==> config.mk <==
export PLATFORM = sky130hd
export DESIGN_NAME = dshot_multi_lane_frame_encoder
export DESIGN_NICKNAME = d
export VERILOG_FILES = /design/src/rtl/dshot_pkg.sv /design/src/rtl/dshot_thr_map.sv /design/src/rtl/dshot_multi_lane_frame_encoder.sv
export SDC_FILE = /design/constraint.sdc
export NUM_CORES = 1
export LEC_CHECK = 0
export BUFFER_PORTS_ARGS = -buffer_cell sky130_fd_sc_hd__buf_2
export CORE_AREA = 2 2 276 278
export CTS_CLUSTER_SIZE = 10
export DETAILED_ROUTE_END_ITERATION = 8
export DIE_AREA = 0 0 278 280
export GPL_TIMING_DRIVEN = 0
export PLACE_DENSITY = 0.4
export SYNTH_ARGS = -nofsm -noshare
export SYNTH_HDL_FRONTEND = slang
export SYNTH_SLANG_ARGS = --single-unit
==> constraint.sdc <==
create_clock -name clk -period 4.28 [get_ports clk]
set_input_delay 0.856 -clock clk [delete_from_list [all_inputs] [get_ports clk]]
set_output_delay 0.856 -clock clk [all_outputs]
set_load 0.005 [all_outputs]
==> src/rtl/dshot_pkg.sv <==
// Shared constants and types for the multi-lane DSHOT frame encoder.
package dshot_pkg;

    localparam int NUM_LANES   = 18;
    localparam int LANE_W      = 5;
    localparam int PIN_MASK_W  = 18;
    localparam int THR_W       = 16;
    localparam int CMD_W       = 11;
    localparam int FRAME_W     = 16;
    localparam int BIT_IDX_W   = 4;
    localparam int VAL_W       = CMD_W + 1;
    localparam int MULT_W      = 11;
    localparam int PROD_W      = THR_W + MULT_W;
    localparam int Q_SHIFT     = 15;
    localparam int MUL_STEPS   = MULT_W;
    localparam int STEP_W      = 4;

    localparam logic [MULT_W-1:0]    K_NORM    = MULT_W'(1999);
    localparam logic [MULT_W-1:0]    K_3D      = MULT_W'(999);
    localparam logic [VAL_W-1:0]     BASE_LOW  = VAL_W'(48);
    localparam logic [VAL_W-1:0]     BASE_3D   = VAL_W'(1048);
    localparam logic [BIT_IDX_W-1:0] BIT_LAST  = BIT_IDX_W'(FRAME_W - 1);

    localparam logic ACT_THROTTLE = 1'b0;
    localparam logic ACT_COMMAND  = 1'b1;

    // Mapper result handed back to the sequencer
    typedef struct packed {
        logic             done;
        logic [CMD_W-1:0] value;
    } map_rsp_t;

endpackage

==> src/rtl/dshot_thr_map.sv <==
// Throttle to DSHOT value mapper built on a shift-add multiplier.
module dshot_thr_map
(
    input  logic                               clk,
    input  logic                               rst_n,
    input  logic                               go,
    input  logic                               mode_3d,
    input  logic signed [dshot_pkg::THR_W-1:0] throttle,
    output dshot_pkg::map_rsp_t                rsp
);

    typedef enum logic [2:0] {
        M_IDLE = 3'b001,
        M_RUN  = 3'b010,
        M_FIN  = 3'b100
    } map_state_t;

    map_state_t                        state_reg, state_next;
    logic [dshot_pkg::PROD_W-1:0]      mcand_reg, mcand_next;
    logic [dshot_pkg::PROD_W-1:0]      acc_reg, acc_next;
    logic [dshot_pkg::MULT_W-1:0]      mplier_reg, mplier_next;
    logic [dshot_pkg::STEP_W-1:0]      step_reg, step_next;
    logic                              neg_reg, neg_next;
    logic                              mode_reg, mode_next;
    logic                              done_reg, done_next;
    logic [dshot_pkg::CMD_W-1:0]       value_reg, value_next;

    logic [dshot_pkg::THR_W-1:0]       mag;
    logic [dshot_pkg::CMD_W-1:0]       quot;
    logic [dshot_pkg::VAL_W-1:0]       base;
    logic [dshot_pkg::VAL_W-1:0]       val_sum;

    // |t| fits 16 bits unsigned, including 0x8000
    assign mag  = throttle[dshot_pkg::THR_W-1] ? (~throttle + 1'b1) : throttle;
    assign quot = acc_reg[dshot_pkg::Q_SHIFT +: dshot_pkg::CMD_W];
    assign base = (mode_reg && !neg_reg) ? dshot_pkg::BASE_3D : dshot_pkg::BASE_LOW;
    assign val_sum = base + {1'b0, quot};

    always_comb
    begin
        state_next  = state_reg;
        mcand_next  = mcand_reg;
        acc_next    = acc_reg;
        mplier_next = mplier_reg;
        step_next   = step_reg;
        neg_next    = neg_reg;
        mode_next   = mode_reg;
        done_next   = 1'b0;
        value_next  = value_reg;
        case (state_reg)
            M_IDLE:
            begin
                if (go)
                begin
                    mcand_next  = dshot_pkg::PROD_W'(mag);
                    acc_next    = '0;
                    mplier_next = mode_3d ? dshot_pkg::K_3D : dshot_pkg::K_NORM;
                    step_next   = '0;
                    neg_next    = throttle[dshot_pkg::THR_W-1];
                    mode_next   = mode_3d;
                    state_next  = M_RUN;
                end
            end
            M_RUN:
            begin
                // one multiplier bit per cycle through the accumulator adder
                if (mplier_reg[0])
                begin
                    acc_next = acc_reg + mcand_reg;
                end
                mcand_next  = mcand_reg << 1;
                mplier_next = mplier_reg >> 1;
                step_next   = step_reg + 1'b1;
                if (step_reg == dshot_pkg::STEP_W'(dshot_pkg::MUL_STEPS - 1))
                begin
                    state_next = M_FIN;
                end
            end
            M_FIN:
            begin
                done_next = 1'b1;
                if ((!mode_reg && neg_reg) || val_sum[dshot_pkg::VAL_W-1]
                    || (val_sum < dshot_pkg::BASE_LOW))
                begin
                    value_next = '0;
                end
                else
                begin
                    value_next = val_sum[dshot_pkg::CMD_W-1:0];
                end
                state_next = M_IDLE;
            end
            default:
            begin
                state_next = M_IDLE;
            end
        endcase
    end

    always_ff @(posedge clk or negedge rst_n)
    begin
        if (!rst_n)
        begin
            state_reg <= M_IDLE;
            done_reg  <= 1'b0;
        end
        else
        begin
            state_reg <= state_next;
            done_reg  <= done_next;
        end
    end

    always_ff @(posedge clk)
    begin
        mcand_reg  <= mcand_next;
        acc_reg    <= acc_next;
        mplier_reg <= mplier_next;
        step_reg   <= step_next;
        neg_reg    <= neg_next;
        mode_reg   <= mode_next;
        value_reg  <= value_next;
    end

    assign rsp.done  = done_reg;
    assign rsp.value = value_reg;

    a_go_only_idle: assert property (@(posedge clk) disable iff (!rst_n)
        (state_reg != M_IDLE) |-> !go)
        else $error("mapper started while busy");

    a_done_after_fin: assert property (@(posedge clk) disable iff (!rst_n)
        done_reg |-> $past(state_reg == M_FIN))
        else $error("mapper done without finish step");

    a_stop_neg_normal: assert property (@(posedge clk) disable iff (!rst_n)
        (done_reg && !mode_reg && neg_reg) |-> (value_reg == '0))
        else $error("negative throttle in normal mode not mapped to stop");

endmodule

==> src/rtl/dshot_multi_lane_frame_encoder.sv <==
// Top level of the multi-lane DSHOT frame encoder: lane store, sequencer, emission.
//
// Usage: pulse start with an item while busy is low; the item is taken at that edge.
// action selects a throttle item (mapped to an 11-bit value) or a raw command item.
// Each item writes the 16-bit frame (value, telemetry bit, XOR nibble checksum) of
// one lane; lanes at or above 18 are not stored. An item with last set then sends
// the frame set: 16 beats on pin_mask/bit_index/last_bit, frame MSB first, each
// marked by out_valid for one cycle, back to back. The receiver cannot stall.
// A command item is stored at the edge that takes it; a throttle item runs through
// a shift-add multiplier one coefficient bit per cycle. Emission sends one frame bit
// per beat, shifting every lane register left so the store is empty after the
// sixteenth beat. busy is high while mapping and emitting, not on the last beat. The
// user writes mode_3d via cfg_valid/cfg_data (cfg_ready always high) only while the
// block is idle (not enforced). Reset clears the store, mode_3d and the sequencer.
module dshot_multi_lane_frame_encoder
(
    input  logic                                   clk,
    input  logic                                   rst_n,
    input  logic                                   start,
    output logic                                   busy,
    input  logic                                   action,
    input  logic [dshot_pkg::LANE_W-1:0]           lane,
    input  logic signed [dshot_pkg::THR_W-1:0]     throttle,
    input  logic [dshot_pkg::CMD_W-1:0]            command,
    input  logic                                   telemetry,
    input  logic                                   last,
    input  logic                                   cfg_valid,
    output logic                                   cfg_ready,
    input  logic                                   cfg_data,
    output logic                                   out_valid,
    output logic [dshot_pkg::PIN_MASK_W-1:0]       pin_mask,
    output logic [dshot_pkg::BIT_IDX_W-1:0]        bit_index,
    output logic                                   last_bit
);

    typedef enum logic [2:0] {
        ST_IDLE = 3'b001,
        ST_MAP  = 3'b010,
        ST_EMIT = 3'b100
    } top_state_t;

    top_state_t                          state_reg, state_next;
    logic                                mode_3d_reg;
    logic [dshot_pkg::LANE_W-1:0]        lane_reg;
    logic                                last_reg;
    logic [dshot_pkg::BIT_IDX_W-1:0]     bit_cnt_reg, bit_cnt_next;
    logic [dshot_pkg::FRAME_W-1:0]       store_reg [dshot_pkg::NUM_LANES];
    logic                                out_valid_reg;
    logic [dshot_pkg::PIN_MASK_W-1:0]    pin_mask_reg, pin_mask_next;
    logic [dshot_pkg::BIT_IDX_W-1:0]     bit_index_reg;
    logic                                last_bit_reg;

    logic                                accept;
    logic                                map_go;
    dshot_pkg::map_rsp_t                 map_rsp;
    logic                                wr_en;
    logic [dshot_pkg::LANE_W-1:0]        wr_lane;
    logic [dshot_pkg::FRAME_W-1:0]       wr_frame;
    logic                                emit;
    logic                                store_any;

    function automatic logic [dshot_pkg::FRAME_W-1:0] make_frame(
        input logic [dshot_pkg::CMD_W-1:0] value,
        input logic                        telem
    );
        logic [dshot_pkg::VAL_W-1:0] word;
        logic [3:0]                  csum;
        word = {value, telem};
        csum = word[11:8] ^ word[7:4] ^ word[3:0];
        return {word, csum};
    endfunction

    assign busy      = (state_reg != ST_IDLE);
    assign cfg_ready = 1'b1;
    assign accept    = start && !busy;
    assign map_go    = accept && (action == dshot_pkg::ACT_THROTTLE);
    assign emit      = (state_reg == ST_EMIT);

    dshot_thr_map u_map
    (
        .clk      (clk),
        .rst_n    (rst_n),
        .go       (map_go),
        .mode_3d  (mode_3d_reg),
        .throttle (throttle),
        .rsp      (map_rsp)
    );

    always_comb
    begin
        wr_en    = 1'b0;
        wr_lane  = lane;
        wr_frame = make_frame(command, telemetry);
        if (map_rsp.done)
        begin
            wr_en    = 1'b1;
            wr_lane  = lane_reg;
            wr_frame = make_frame(map_rsp.value, 1'b0);
        end
        else if (accept && (action == dshot_pkg::ACT_COMMAND))
        begin
            wr_en = 1'b1;
        end
    end

    always_comb
    begin
        state_next   = state_reg;
        bit_cnt_next = bit_cnt_reg;
        case (state_reg)
            ST_IDLE:
            begin
                bit_cnt_next = '0;
                if (accept)
                begin
                    if (action == dshot_pkg::ACT_THROTTLE)
                    begin
                        state_next = ST_MAP;
                    end
                    else if (last)
                    begin
                        state_next = ST_EMIT;
                    end
                end
            end
            ST_MAP:
            begin
                if (map_rsp.done)
                begin
                    state_next = last_reg ? ST_EMIT : ST_IDLE;
                end
            end
            ST_EMIT:
            begin
                bit_cnt_next = bit_cnt_reg + 1'b1;
                if (bit_cnt_reg == dshot_pkg::BIT_LAST)
                begin
                    state_next = ST_IDLE;
                end
            end
            default:
            begin
                state_next = ST_IDLE;
            end
        endcase
    end

    // Current frame MSB of every lane forms the beat
    always_comb
    begin
        pin_mask_next = '0;
        store_any     = 1'b0;
        for (int l = 0; l < dshot_pkg::NUM_LANES; l++)
        begin
            store_any = store_any | (|store_reg[l]);
            if (l < dshot_pkg::PIN_MASK_W)
            begin
                pin_mask_next[l] = store_reg[l][dshot_pkg::FRAME_W-1];
            end
        end
    end

    always_ff @(posedge clk or negedge rst_n)
    begin
        if (!rst_n)
        begin
            state_reg     <= ST_IDLE;
            mode_3d_reg   <= 1'b0;
            bit_cnt_reg   <= '0;
            out_valid_reg <= 1'b0;
            for (int l = 0; l < dshot_pkg::NUM_LANES; l++)
            begin
                store_reg[l] <= '0;
            end
        end
        else
        begin
            state_reg     <= state_next;
            bit_cnt_reg   <= bit_cnt_next;
            out_valid_reg <= emit;
            if (cfg_valid && cfg_ready)
            begin
                mode_3d_reg <= cfg_data;
            end
            for (int l = 0; l < dshot_pkg::NUM_LANES; l++)
            begin
                if (emit)
                begin
                    // shift in zeros: store is clear after the last beat
                    store_reg[l] <= store_reg[l] << 1;
                end
                else if (wr_en && (wr_lane == dshot_pkg::LANE_W'(l)))
                begin
                    store_reg[l] <= wr_frame;
                end
            end
        end
    end

    always_ff @(posedge clk)
    begin
        if (accept)
        begin
            lane_reg <= lane;
            last_reg <= last;
        end
        pin_mask_reg  <= pin_mask_next;
        bit_index_reg <= bit_cnt_reg;
        last_bit_reg  <= (bit_cnt_reg == dshot_pkg::BIT_LAST);
    end

    assign out_valid = out_valid_reg;
    assign pin_mask  = pin_mask_reg;
    assign bit_index = bit_index_reg;
    assign last_bit  = last_bit_reg && out_valid_reg;

    a_beats_contiguous: assert property (@(posedge clk) disable iff (!rst_n)
        (out_valid && !last_bit) |=> out_valid)
        else $error("emission beats not contiguous");

    a_last_beat_index: assert property (@(posedge clk) disable iff (!rst_n)
        last_bit |-> (out_valid && (bit_index == dshot_pkg::BIT_LAST)))
        else $error("last beat flagged at wrong bit");

    a_idle_after_burst: assert property (@(posedge clk) disable iff (!rst_n)
        (out_valid && last_bit) |-> (!busy && !store_any))
        else $error("store not cleared or block busy after last beat");

    a_map_done_in_map: assert property (@(posedge clk) disable iff (!rst_n)
        map_rsp.done |-> (state_reg == ST_MAP))
        else $error("mapper result outside map state");

endmodule
==> impl_metrics.env <==
export IMPL_status="completed"
export IMPL_gp_congestion=0.838
export IMPL_routed_wl_um=57500
export IMPL_cp_max_fo=18
export IMPL_antenna_cells=0
export IMPL_ys_flop_type="dfrtp_1"
export IMPL_ir_drop_uv=315
export IMPL_critPathKind="reg2reg"
export IMPL_cts_root_buf="clkbuf_16"
export IMPL_synth_edf_count=86
export IMPL_synth_seq_area_share_pct=57.1
export IMPL_r2r_start="u_map.state_reg[2]"
export IMPL_drtAntennaViolNets=0
export IMPL_cts_resized=0
export IMPL_clkSlewWorstSetupHoldPaths_ns=0.06
export IMPL_r2r_setup_slack_ns=0.60
export IMPL_die_w_um=278
export IMPL_fin_util_pct=29.0
export IMPL_htreeDepth=2
export IMPL_clock_sinks=410
export IMPL_final_area_um2=21800
export IMPL_crit_path_start="u_map.state_reg[2]"
export IMPL_yosysWarnings=0
export IMPL_slew_viol_final=0
export IMPL_syn_inst=1647
export IMPL_vias_per_cell=5.00
export IMPL_overflow=0
export IMPL_grt_max_degree=108
export IMPL_finalPower_mw=13.5
export IMPL_crit_end="u_map.acc_reg[5]"
export IMPL_slowest_stage="nor3b_1"
export IMPL_crit_family="simple AND/OR/NAND/NOR gates"
export IMPL_synthesis_area_um2=18500
export IMPL_die_h_um=280
export IMPL_grt_pass1_wl_um=88000
export IMPL_worstSetupEndpointType="register"
export IMPL_crit_cells=6
export IMPL_syn_nets=1719
export IMPL_drc=0
export IMPL_final_nets=1840
export IMPL_r2r_end="u_map.acc_reg[5]"
export IMPL_synth_seq_cells=410
export IMPL_power_density_nw_per_um2=619
export IMPL_ys_types=65
export IMPL_place_ws_ns=0.534
export IMPL_hold_class="in2async"
export IMPL_path_buf_inv=3
export IMPL_relSlewSlack_pct=9.87
export IMPL_leakage_nw=9.44
export IMPL_cap_violations=0
export IMPL_groute_usage_overall_pct=14.7
export IMPL_period_minus_slack_ns=3.68
export IMPL_worst_slew_pin_slew_ns=1.35
export IMPL_skew_ns=0.0201
export IMPL_dp_cells=2693
export IMPL_largest_reg_flops=270
export IMPL_path_cells="nor3b_1 > clkbuf_1 > clkbuf_1 > nand2_1 > nand2_1 > buf_16"
export IMPL_async_flop_share_pct=73.4
export IMPL_initial_core_util_pct=24.6
export IMPL_dpl_cell_area_um2=20200
export IMPL_insertion_delay_ns=0.61
export IMPL_r2r_worst_path_cells=6
export IMPL_rows=101
export IMPL_io_pins=66
export IMPL_wire_per_inst_um=20.6
export IMPL_synth_top_area_share_pct=40.4
export IMPL_arrival_ns=3.99
export IMPL_drt_pass1_iter_count=5
export IMPL_first_iter_violations=1413
export IMPL_tns_ns=0
export IMPL_final_setup_viol_count=0
export IMPL_cts_post_setup_buffers_inserted=0
export IMPL_portBuffers=64
export IMPL_max_stage_delay_ns=1.08
export IMPL_min_period_over_period_pct=86.0
export IMPL_die_area_um2=77800
export IMPL_critPathRequiredTime_ns=4.59
export IMPL_critPathLaunchType="register"
export IMPL_grt_setup_unrepaired="false"
export IMPL_postCtsHoldBufs=0
export IMPL_numCtsBuffers=51
export IMPL_layout_drive_gt1_share_pct=13.4
export IMPL_fmax_ghz=0.272
export IMPL_grt_pass1_vias=14100
export IMPL_avgSynthCellArea_um2=11.3
export IMPL_via_count=13900
export IMPL_dp_hpwl_um=37200
export IMPL_area_delta_synth_final_pct=17.6
export IMPL_yosysTopAreaCell="dfrtp_1"
export IMPL_hold_slack_ns=0.295
export IMPL_layout_cells_non_filler=2788
export IMPL_cts_buffer_depth=3
export IMPL_cts_tree="yes"
export IMPL_worst_slack_ns=0.599
export IMPL_synth_area_leaders="dfrtp_1, a221o_1, edfxtp_1"
export IMPL_timing_final_hold_violations=0
export IMPL_fp_coreArea_um2=75200
export IMPL_antenna_found_initial=2
synth_stat cells (10+ instances only):
cell,n
a21o_1,11
a21oi_1,64
a221o_1,271
and2_1,15
buf_2,45
clkbuf_1,63
dfrtp_1,299
dfxtp_1,23
edfxtp_1,86
ha_1,31
inv_1,25
mux2_2,14
mux2i_1,10
nand2_1,98
nand2b_1,15
nand3_1,11
nand4_1,10
nor2_1,311
nor3_1,25
o21ai_0,35
or2_2,13
xnor2_1,22
xor2_1,30
layout make-up:
| class | instances | area (µm²) |
|---|---|---|
| clock buffers | 89 | 1540 |
| well taps | 978 | 1220 |
| flip-flops and latches | 410 | 10600 |
| plain buffers | 117 | 514 |
| clock inverters | 6 | 50.0 |
| inverters | 25 | 93.8 |
| fillers | 7688 | 53400 |
| repair buffers | 68 | 433 |
| multi-input cells | 1095 | 7360 |
cell families (layout without fill, tap and decap cells):
family	count (synthesis)	after routing	synth area share (%)
other	1	1	0.0202
AO/OA/AOI/OAI	438	438	20.3
buffers and inverters	142	305	3.28
XOR/XNOR	52	52	2.46
flip-flops	410	410	57.1
adder cells (fa/ha/maj)	32	32	2.20
multiplexers	25	25	1.46
AND/OR/NAND/NOR	547	547	13.2
layout by cell type (no fill, tap or decap), types with 25 or more instances in the layout:
cell type / instances
a21oi_1: 64
o21ai_0: 35
edfxtp_1: 86
xor2_1: 30
a221o_1: 271
clkbuf_1: 92
clkbuf_16: 54
buf_2: 108
nor3_1: 25
nand2_1: 98
dfrtp_1: 299
ha_1: 31
nor2_1: 311
layer usage:
layer,vias to the layer above,part of all wire [%],global-route usage (%),wire length [µm]
met5,-,0.052,0,30
li1,6455,-,-,-
met2,338,46,23.2,26400
met3,102,5.0,2.62,2870
met4,4,3.1,5.16,1800
met1,7048,46,20.1,26400
where the power goes:
group	leakage, nW	internal (mW)	switching (mW)
registers	5.07	5.35	0.797
logic	3.59	1.45	1.72
clock network	0.773	2.44	1.74
total	9.44	9.23	4.26
worst min-delay path by stage:
stage,start,endpoint,cells after the start
final,rst_n,pin_mask_next[3],1
after global routing,rst_n,pin_mask_next[3],1
after CTS,rst_n,store_reg[170],1
after detailed placement,pin_mask_next[3],pin_mask[3],0
after global placement,pin_mask_next[3],pin_mask[3],0
after floorplan,pin_mask_next[0],pin_mask[0],0
Note: power is estimated with default switching activity, not from simulation.
